<file path="config.mk">
export PLATFORM = sky130hd
export DESIGN_NAME = swa_front
export DESIGN_NICKNAME = d
export VERILOG_FILES = /design/src/hdl/swa_pkg.sv /design/src/hdl/swa_front.sv
export SDC_FILE = /design/constraint.sdc
export NUM_CORES = 1
export LEC_CHECK = 0
export ABC_AREA = 1
export BUFFER_PORTS_ARGS = -buffer_cell sky130_fd_sc_hd__buf_2
export CAP_MARGIN = 10
export CORE_ASPECT_RATIO = 0.6
export CORE_UTILIZATION = 59
export DETAILED_ROUTE_END_ITERATION = 10
export HOLD_SLACK_MARGIN = 0.05
export PLACE_DENSITY = 0.87
export SLEW_MARGIN = 25
export SYNTH_ARGS = -nofsm -noshare
export SYNTH_HDL_FRONTEND = slang
export SYNTH_SLANG_ARGS = --single-unit
</file>
<file path="constraint.sdc">
create_clock -name clk -period 7.9 [get_ports clk]
set_input_delay 1.58 -clock clk [delete_from_list [all_inputs] [get_ports clk]]
set_output_delay 1.58 -clock clk [all_outputs]
set_load 0.1 [all_outputs]
</file>
<file path="src/hdl/swa_pkg.sv">
package swa_pkg;

  localparam int DATA_W = 32;
  localparam int CNT_W  = 9;
  localparam int SLOT_W = 12;

  typedef enum logic [1:0] {
    AGG_AVG = 2'd0,
    AGG_MAX = 2'd1,
    AGG_MIN = 2'd2,
    AGG_SUM = 2'd3
  } agg_mode_t;

  typedef enum logic {
    REG_WINDOW_LEN = 1'b0,
    REG_AGG_MODE   = 1'b1
  } cfg_reg_t;

  // One classified sample on its way from the front to the back.
  typedef struct packed {
    logic [DATA_W-1:0] sample;
    logic [CNT_W-1:0]  count;
    logic [SLOT_W-1:0] slot;
    agg_mode_t         mode;
  } job_t;

endpackage

</file>
<file path="src/hdl/swa_front.sv">
module swa_front import swa_pkg::*; #(
  parameter int WINDOW_MAX = 256
) (
  input  logic              clk,
  input  logic              rst,
  input  logic              in_valid,
  output logic              in_ready,
  input  logic [DATA_W-1:0] in_sample,
  input  logic [CNT_W-1:0]  window_len,
  input  agg_mode_t         agg_mode,
  output logic              job_valid,
  input  logic              job_ready,
  output job_t              job
);

  localparam int PTR_W  = WINDOW_MAX > 1 ? $clog2(WINDOW_MAX) : 1;
  localparam int FILL_W = $clog2(WINDOW_MAX + 1);
  localparam int CMP_W  = FILL_W > CNT_W ? FILL_W : CNT_W;

  logic [PTR_W-1:0]  wp;
  logic [FILL_W-1:0] fill;
  logic [CMP_W-1:0]  fill_ext;
  logic [CMP_W-1:0]  len_ext;
  logic [CNT_W-1:0]  count;
  logic              push;
  logic              pop;

  job_t       queue [2];
  logic       qwr;
  logic       qrd;
  logic [1:0] qcnt;

  assign fill_ext  = CMP_W'(fill);
  assign len_ext   = CMP_W'(window_len);
  assign count     = fill_ext < len_ext ? CNT_W'(fill_ext) : window_len;
  assign in_ready  = qcnt != 2'd2;
  assign push      = in_valid && in_ready;
  assign job_valid = qcnt != 2'd0;
  assign pop       = job_valid && job_ready;
  assign job       = queue[qrd];

  always_ff @(posedge clk) begin
    if (rst) begin
      wp   <= '0;
      fill <= '0;
      qwr  <= 1'b0;
      qrd  <= 1'b0;
      qcnt <= '0;
    end else begin
      if (push) begin
        wp <= (wp == PTR_W'(WINDOW_MAX - 1)) ? '0 : wp + 1'b1;
        if (fill != FILL_W'(WINDOW_MAX)) begin
          fill <= fill + 1'b1;
        end
        qwr <= ~qwr;
      end
      if (pop) begin
        qrd <= ~qrd;
      end
      if (push && !pop) begin
        qcnt <= qcnt + 1'b1;
      end else if (pop && !push) begin
        qcnt <= qcnt - 1'b1;
      end
    end
  end

  always_ff @(posedge clk) begin
    if (push) begin
      queue[qwr].sample <= in_sample;
      queue[qwr].count  <= count;
      queue[qwr].slot   <= SLOT_W'(wp);
      queue[qwr].mode   <= agg_mode;
    end
  end

endmodule

</file>
# Word level (Yosys, flattened, before mapping)
# Memory sizes are Yosys's and may differ from the RTL's. A register that Yosys moved wholly into a read port is not among the register bits.
# Index checks and enable logic that the tools add are counted.
# classes
add_sub_neg	4
mul	0
n_div	0
magnitude_cmp	1
n_eq_ne	3
n_shift	0
mux	8
n_bitwise	2
n_reduce_logical	9
# op_table
op	n
adder 9 x 1 -> 9 bit, second input constant	1
< comparator 9 bit	1
two-way mux 9 bit	1
inequality test 9 bit, second input constant	1
adder 8 x 1 -> 8 bit, second input constant	1
equality test 8 bit, second input constant	1
two-way mux 8 bit	1
logical AND 1 bit	4
two-way mux 1 bit	4
two-way mux 2 bit	2
nonzero test 2 bit	2
adder 2 x 1 -> 2 bit, second input constant	1
logical NOT 1 bit	2
inequality test 2 bit, second input constant	1
inverter 1 bit	2
AND reduction 2 bit	1
subtractor 2 x 1 -> 2 bit, second input constant	1
# totals
regBits	21
latch_bits	0
ram_bits	102
mem_bits_ro	0
input_bits	47
memories	1
# mem_list
name	depth	width	read_ports	rd_clocked_by_memory_dff	write_ports	line	source
queue	2	51	1	1	1	swa_front.sv:28	job_t queue [2];

# Longest topological paths before layout
# Gate-level depths: netlist of the first run.
# logic_depth
depth_word	6
mapped_depth	10
mapped_depth_nobuf	10

# Least setup slack after synthesis of the first run
# Ideal clock, no wire load.
# synth_timing
path_kind	in2reg
start	input in_valid
end	memory queue[1][0] (netlist name), enable pin
setup_time_ns	0.461
t_arrival_ns	3.880
required_time_ns	7.439
path_slack_ns	3.559
cell_stages	2
n_path_buf	0
path_cell_list	nand2_4 -> nor2_1
# synth_between
elab_chain_cells	3
# synth_lines
element	line	source
from (decl)	swa_front.sv:6	input logic in_valid,
logical AND 1 bit	swa_front.sv:37	assign push = in_valid && in_ready;
two-way mux 1 bit	swa_front.sv:69	if (push) begin
two-way mux 1 bit (implied by the code)	swa_front.sv:73	queue[qwr].mode <= agg_mode;
to (decl)	swa_front.sv:28	
# Every way passes these cells.

==> metrics.txt, run 1 <==
status=complete, no violations; Startpoint Class=flip-flop; clk_lat worst skew=0.40 ns; Die Y-Extent=75.60 um; switching component of the power=around 1100 uW; Final Util=74.83%; asr flop ratio synth=0%; number of max-cap violations=0; CTS tree=yes; worst hold path type=reg -> reg; post-synth cell types=32; Tcrit/Tclk final=48.25%; total power=between 2000 and 3000 uW; Chip Width=124.7 um; Post-Syn Area=0.005326 mm2; Max stage delay on crit path=0.66 ns; Yosys warning count=0; Final #Nets=582; ANT nets after route=0; Peak VDD IR=0.3339 mV; most used routing layer=met2; RSZ-0062 raised after global routing=false; via count=3427; vias in the first global route=3206; routing usage on met2=between 30% and 40%; cell-internal power=roughly 1400 uW; Final GP Congestion=0.9125; Slew Viols, Final=0; GR met3 Demand/Resource=approximately 7.4%; Leak=0.002609 uW; worst path arrival time=2.23 ns; crit path cell chain=buf_4 > mux2_2 > buf_2; Total GRT Usage=21.79%; switch share=42.84%; Initial DRT Pass Iterations=5; I/O pin cnt=between 100 and 150; Post-CTS Resized=0; CP required=between 6 and 7 ns; setup repair bufs after CTS=0; Worst Max-Slew Pin Slew=0.6095 ns; Layout Cells excl Fill=645; Slowest-stage cell, CP=dfxtp_2; Post-synth EDFFs=just over 100; P&R area growth vs syn=21.12%; Rel. slew slack=59.37%; HPWL Detailed=6729 um; met1 GRT Util=30.57%; Seq/Total Area, Yosys=65.77%; row cnt=26; max frequency=between 200 and 300 MHz; crit path kind=reg -> out; H-tree levels=4; Syn Area/Cell=12.90 um2; core area=around 0.0086 mm2; die area=0.009424 mm2; CP endpoint kind=output port; Overflow after GRT=0; Comb power frac=38.1%; Sequential Area=approximately 0.0035 mm2; initial cell density of the core=61.79%; DRT iter0 DRCs=between 200 and 300; share of layout cells above drive strength 1=38.09%; Synth Flop Type=edfxtp_1; area of the multi-input gates=0.001623 mm2; DR DRC count=0; CTS root buffer=clkbuf_16; largest net degree at the start of global routing=46; Final Hold Vio Count=0; Final setup viols=0; Pwr Density=between 300 and 400 mW/mm2; Syn Inst Count=413; Seq pwr share=~34%; crit path time final=3.811 ns; Via-to-Cell Ratio=5.313; total negative slack=0 ns; cts bufs inserted=17; first-pass GRT wire length=15400 um; Post-Route WL=9875 um; clock sinks=124; FF+latch count, synth=124; worst-path maximum fanout=29; placed instance count=616; clock-pin slew on the worst setup and hold paths=about 0.05 ns; Clock power frac=around 28%; # fillers=525; Layout Skew=0.007897 ns; # hold bufs at CTS=0; drt wl/cell=around 15 um; # diodes=0; initial antenna violation count=0; PortBufs=99; clock buffer depth=2
==> power by group through the flow <==
stage	combinational [uW]	sequential [uW]	clock, uW
final	955	853	701
after global routing	989	863	741
after CTS	959	854	712
after detailed placement	956	866	0
after global placement	946	862	0
after floorplan	838	848	0
==> cell families (layout without fill, tap and decap cells) <==
| group | count (synthesis) | after routing | share of synthesized area [%] |
|---|---|---|---|
| AOI/OAI and AO/OA | 26 | 26 | 2.655 |
| xor gates and xnor gates | 3 | 3 | 0.4934 |
| adders and majority gates | 12 | 12 | 2.819 |
| buffers and inverters | 48 | 165 | 4.252 |
| DFF | 124 | 124 | 65.77 |
| muxes | 51 | 51 | 10.78 |
| other | 1 | 4 | 0.07040 |
| and+or+nand+nor | 148 | 148 | 13.15 |
==> Yosys cell counts, types with 4 or more instances <==
cell      number  area share, %
nand2_2        4           0.47
nand2_1       75            5.3
inv_1         27            1.9
nand4_1       13            1.5
dfxtp_1       22            8.3
buf_4          5           0.70
inv_2          4           0.28
edfxtp_1     102             58
buf_2          7           0.66
nand3_1       13            1.2
ha_1          12            2.8
mux2_2        51             11
o21ai_0        7           0.66
a21oi_1       13            1.2
nor2_1        30            2.1
==> cells in the final DEF (no fill, tap or decap), types with 5 or more instances in the layout <==
cell type  count
nand4_1       13
ha_1          12
nand2_1       75
edfxtp_1     102
nor2_4         5
inv_1         27
mux2_2        51
clkbuf_16     17
a21oi_1       13
nand3_1       13
nor2_1        28
buf_2         99
dfxtp_1       21
o21ai_0        7
clkinv_1       5
==> area by class of cell <==
cell class	instances	share of cell area, %
clock buffers	18	6.652
clock inverters	11	1.629
inverters	34	2.036
multi-input cells	244	25.16
flip-flops and latches	124	54.33
well taps	112	2.172
repair buffers	102	8.029
==> routing by layer <==
| metal | routed length (um) | vias to the layer above |
|---|---|---|
| li1 | - | 1666 |
| met3 | 781 | 10 |
| met4 | 55 | 0 |
| met5 | 0 | - |
| met1 | 4604 | 1612 |
| met2 | 4434 | 139 |
==> registers in the layout (all words and copies together), names as in the netlist, named ones only <==
register and count:
qrd 1, qcnt 2, queue 102, wp 8, qwr 1, fill 9
==> path summary, 6_finish.rpt <==
check | cells after the start | endpoint | start | slack (ns)
max | 3 | job[14] | flip-flop | 4.09
min reg2reg | 2 | flip-flop | qrd | 0.48
min | 2 | flip-flop | qrd | 0.48
max reg2reg | 9 | queue[1][13] | fill[4] | 6.01
==> critical path, delay by kind of cell, from the launching register on <==
family / cells / cell delay, ns
buf+inv: 2 / 0.75
flops: 1 / 0.66
mux: 1 / 0.41
==> metrics by stage <==
stage               hold WS, ns  setup slack (ns)  cell area (um2)
finish                   0.4804             4.089             6451
global route             0.5122             3.968             6451
CTS                      0.4842             4.067             6451
detailed placement       0.4787             4.492             5917
global placement         0.4580             4.511             5917
floorplan                0.4474             3.559             5338
(Power assumes the default switching activity.)
==> run 2, diff against run 1 <==
--- a/config.mk
+++ b/config.mk
@@ -9,10 +9,10 @@
 export BUFFER_PORTS_ARGS = -buffer_cell sky130_fd_sc_hd__buf_2
 export CAP_MARGIN = 10
 export CORE_ASPECT_RATIO = 0.6
-export CORE_UTILIZATION = 59
+export CORE_UTILIZATION = 55
 export DETAILED_ROUTE_END_ITERATION = 10
 export HOLD_SLACK_MARGIN = 0.05
-export PLACE_DENSITY = 0.87
+export PLACE_DENSITY = 0.83
 export SLEW_MARGIN = 25
 export SYNTH_ARGS = -nofsm -noshare
 export SYNTH_HDL_FRONTEND = slang
==> constraint.sdc (replaced) <==
create_clock -name clk -period 3.7 [get_ports clk]
set_input_delay 0.74 -clock clk [delete_from_list [all_inputs] [get_ports clk]]
set_output_delay 0.74 -clock clk [all_outputs]
set_load 0.1 [all_outputs]
==> run 2 against run 1 <==
Combinational power rose by 120%. Via count increased by 1.0%. Hold slack improved by 0.0012 ns. Critical path type unchanged. Final area is 2.1% higher. Highest routed layer unchanged. Critical path depth unchanged. Final cell count increased by 3.4%. Wire length up 6.8%. Die area rose by 7.1%. Sequential share of layout area shrank 1.1 points. Flip-flop and latch count is the same. Largest power group unchanged. Non-clock buffer count is 1 higher.
==> metrics.txt, run 2 (synthesized netlist as in run 1, its figures left out) <==
worst hold path type=reg -> reg; core area=0.009290 mm2; max frequency=358.0 MHz; Final setup viols=0; total negative slack=0 ns; Largest Register=queue; clock buffer depth=2; RSZ-0062 raised after global routing=false; worst path arrival time=2.05 ns; initial antenna violation count=0; min-delay src=qrd; row cnt=27; drt wl/cell=around 16 um; Tcrit/Tclk final=75.50%; Die Y-Extent=78.23 um; via count=roughly 3500; CTS tree=yes; worst path bufs/invs=2; DR DRC count=0; clk_lat worst skew=0.40 ns; Max stage delay on crit path=0.64 ns; Regs by FF count=queue: 102 flops, fill: 9 flops, wp: 8 flops; crit path kind=reg -> out; HPWL Detailed=7152 um; Final Hold Vio Count=0; Final GP Congestion=~0.91; DRT iter0 DRCs=298; Chip Width=129.0 um; worst-path maximum fanout=21; # hold bufs at CTS=0; Total GRT Usage=22.40%; Worst Max-Slew Pin Slew=0.7747 ns; PortBufs=99; vias in the first global route=3341; Worst Reg-to-Reg Cells=9; clock-pin slew on the worst setup and hold paths=0.06 ns; Overflow after GRT=0; CP delay by family, top=flip-flops; # fillers=between 600 and 700; number of flip-flops in the largest register=102; R2R Setup Slk=1.73 ns; Worst Hold Depth=2; FF-to-FF Start=fill[4]; WHS=0.4816 ns; CTS root buffer=clkbuf_16; Post-CTS Resized=0; setup repair bufs after CTS=0; Rel. slew slack=about half; crit path cell chain=buf_4 > mux2_2 > buf_2; Initial DRT Pass Iterations=4; Post-Route WL=10550 um; Startpoint Class=flip-flop; ANT nets after route=0; crit path time final=roughly 2.8 ns; commonest non-fill, non-tap cells in the layout=102 x edfxtp_1, 99 x buf_2, 75 x nand2_1; Pwr Density=844.7 mW/mm2; die area=roughly 0.010 mm2; Layout Skew=around 0.0072 ns; P&R area growth vs syn=23.68%; r2r endpoint=queue[0][15]; # diodes=0; number of max-cap violations=0; Final #Nets=583; worst hold endpoint=qrd; I/O pin cnt=104; Via-to-Cell Ratio=5.190; cts bufs inserted=17; H-tree levels=4; Stages on worst setup path=3; CP endpoint kind=output port; share of layout cells above drive strength 1=roughly two fifths; Slew Viols, Final=0; largest net degree at the start of global routing=29; status=complete, no violations; Slowest-stage cell, CP=dfxtp_2; Peak VDD IR=0.5900 mV; initial cell density of the core=57.33%; CP required=2.96 ns; clock sinks=124; first-pass GRT wire length=16690 um; Leak=0.002658 uW; commonest non-fill, non-tap cell in the layout=edfxtp_1
run 2: changes by cell type in the layout (fill, tap and decap cells not counted), sizes merged:
cell and change:
buf +1, clkinv -2, bufinv +1, inv +4
run 2: cell type report:
class,instances,area [um2],area share (%)
clock buffer,18,429.2,6.515
multi-input combinational,244,1623,24.63
sequential,124,3505,53.20
timing repair buffer,103,550.5,8.357
clock inverter,14,186.4,2.830
inverter,34,131.4,1.994
tap,130,162.7,2.469
run 2: worst max path at each step:
| stage | from | endpoint | slack (ns) |
|---|---|---|---|
| 3_3_place_gp | flip-flop | job[8] | 1.31 |
| 2_1_floorplan | qcnt[0] | queue[1][0] | 0.08 |
| 5_1_grt | flip-flop | job[2] | 0.80 |
| 4_1_cts | flip-flop | job[8] | 0.87 |
| 3_5_place_dp | flip-flop | job[6] | 1.30 |
| 6_report | flip-flop | job[46] | 0.91 |
run 2: worst register-to-register path, cell delays in order (launching register included):
cell and delay, ns:
dfxtp_1 0.56, ha_1 0.33, nand2_1 0.07, inv_1 0.07
nand2_1 0.07, nand2_1 0.06, nand2_2 0.18, nand3_4 0.15
nand2_1 0.11, nand2_1 0.11
run 2: report_power, final:
part	internal [uW]	switching (uW)	leakage (uW)	total (uW)
clock	1070	609	0.000294	1680
sequential	1730	88.8	0.00114	1820
combinational	377	1680	0.00122	2060
run 2: through the flow:
step                      util [%]  std cells  instance area [um2]  setup slack [ns]  total power (uW)
after floorplan                  -        416                 5338           0.07976              3602
after global placement       64.28        635                 5972             1.308              3872
after detailed placement     64.28        635                 5972             1.304              3908
after CTS                    70.91        667                 6588            0.8713              5601
after global routing         70.91        667                 6588            0.7964              5754
final                        70.91        667                 6588            0.9066              5565
run 2: metal layers:
metal	vias to the layer above	GRT usage [%]	routed length, um	share of wire [%]
met1	1640	31.77	5001	47
met2	130	32.86	4782	45
met5	-	0	0	0
met4	0	9.059	136	1.3
met3	18	5.930	626	5.9
li1	1674	-	-	-
==> run 3, diff against run 2 <==
==> constraint.sdc (replaced) <==
create_clock -name clk -period 2.9 [get_ports clk]
set_input_delay 0.58 -clock clk [delete_from_list [all_inputs] [get_ports clk]]
set_output_delay 0.58 -clock clk [all_outputs]
set_load 0.1 [all_outputs]
==> run 3 against run 2 <==
Clock skew fell by 0.0014 ns. Power is 25% higher. First-iteration DRC count fell by 26%. Hold slack got worse by 0.11 ns. Highest routed layer unchanged. Wire length decreased by 0.80%. Sequential share of layout area up 0.39 points. Die area stayed put. Clock power rose by 17%. Count of clock-buffer cells in the layout unchanged. Final area decreased by 0.72%. Critical path type unchanged.
==> metrics.txt, run 3 (synthesized netlist as in run 1, its figures left out) <==
status=complete, no violations; Chip Width=129.0 um; FF-to-FF Start=fill[2]; I/O pin cnt=104; Worst Reg-to-Reg Cells=9; Post-DP Area=around 0.006 mm2; Startpoint Class=flip-flop; Max stage delay on crit path=0.46 ns; number of flip-flops in the largest register=102; row cnt=27; Rel. slew slack=65.92%; Slowest-stage cell, CP=dfxtp_2; # fillers=636; Worst Max-Slew Pin Slew=0.5147 ns; crit path cell chain=buf_4 > mux2_2 > buf_2; Layout Skew=0.005774 ns; clock buffer depth=2; share of layout cells above drive strength 1=approximately two fifths; Regs by FF count=queue: 102 flops, fill: 9 flops, wp: 8 flops; setup repair bufs after CTS=0; total negative slack=0 ns; Leak=approximately 0.0026 uW; Final setup viols=0; Final #Nets=583; number of max-cap violations=0; worst-path maximum fanout=19; Die Y-Extent=78.23 um; cts bufs inserted=17; # hold bufs at CTS=0; die area=0.01009 mm2; Pwr Density=1061 mW/mm2; CP endpoint kind=output port; worst hold path type=in -> reg; initial cell density of the core=57.33%; CTS tree=yes; largest net degree at the start of global routing=52; Overflow after GRT=0; crit path kind=reg -> out; R2R Setup Slk=between 1 and 1.5 ns; H-tree levels=4; ANT nets after route=0; DRT iter0 DRCs=221; final instance area=roughly 0.0065 mm2; DR DRC count=0; Initial DRT Pass Iterations=5; max frequency=406.2 MHz; first-pass GRT wire length=16450 um; Via-to-Cell Ratio=~5.2; Tcrit/Tclk final=approximately 85%; worst hold endpoint=queue[1][38]; Post-Route WL=10460 um; commonest non-fill, non-tap cells in the layout=102 x edfxtp_1, 99 x buf_2, 75 x nand2_1; clock sinks=124; via count=~3500; CTS root buffer=clkbuf_16; Worst Hold Depth=1; crit path time final=2.462 ns; Final GP Congestion=~0.87; HPWL Detailed=around 7000 um; clk_lat worst skew=around 0.4 ns; Total GRT Usage=21.97%; PortBufs=99; P&R area growth vs syn=22.79%; min-delay src=in_sample[19]; # diodes=0; initial antenna violation count=0; worst path arrival time=1.88 ns; drt wl/cell=about 16 um; clock-pin slew on the worst setup and hold paths=0.05 ns; Peak VDD IR=approximately 0.85 mV; Slew Viols, Final=0; core area=0.009290 mm2; total power=6938 uW; CP required=2.32 ns; Final Hold Vio Count=0; r2r endpoint=queue[1][18]; vias in the first global route=between 3000 and 4000; commonest non-fill, non-tap cell in the layout=edfxtp_1; Post-CTS Resized=0; RSZ-0062 raised after global routing=false; Largest Register=queue
run 3: cell type report:
class / count / area, um2 / area share, %
sequential: 124 / 3505 / 53.59
inverter: 34 / 131.4 / 2.009
clock inverter: 14 / 126.4 / 1.932
tap: 130 / 162.7 / 2.487
timing repair buffer: 103 / 563.0 / 8.609
clock buffer: 18 / 429.2 / 6.562
multi-input combinational: 244 / 1623 / 24.81
run 3: routing by layer:
layer | vias up | global-route usage, % | routed length, um | part of all wire [%]
met4 | 0 | 7.176 | 98 | 0.94
met2 | 129 | 33.30 | 4799 | 46
li1 | 1662 | - | - | -
met3 | 15 | 6.544 | 722 | 6.9
met1 | 1651 | 30.45 | 4842 | 46
met5 | - | 0 | 0 | 0
run 3: critical path: cells and delay by family, from the launching register on:
kind	cells	cell delay, ns
buffers and inverters	2	0.62
flip-flops	1	0.46
multiplexers	1	0.38
run 3: through the flow:
| step | hold WS, ns | util, % | std cells | setup slack [ns] |
|---|---|---|---|---|
| after floorplan | 0.4474 | - | 416 | 0.1424 |
| after global placement | 0.4571 | 64.42 | 635 | 0.8957 |
| after detailed placement | 0.4774 | 64.42 | 635 | 0.8223 |
| after CTS | 0.3495 | 70.40 | 667 | 0.4090 |
| after global routing | 0.3456 | 70.40 | 667 | 0.3673 |
| final | 0.3677 | 70.40 | 667 | 0.4383 |
run 3: power by group:
part	switching (uW)	total (uW)	leakage [uW]	internal, uW
clock network	725	1970	0.000266	1250
registers	93.8	2310	0.00114	2210
logic	2170	2660	0.00123	492
run 3: worst max-delay path by stage:
stage,slack [ns],cells after the start,endpoint,from
3_5_place_dp,0.82,8,queue[0][18],window_len[8]
3_3_place_gp,0.90,11,queue[0][14],window_len[4]
4_1_cts,0.41,3,job[43],flip-flop
5_1_grt,0.37,3,job[43],flip-flop
6_report,0.44,3,job[43],flip-flop
2_1_floorplan,0.14,4,queue[1][0],qcnt[0]
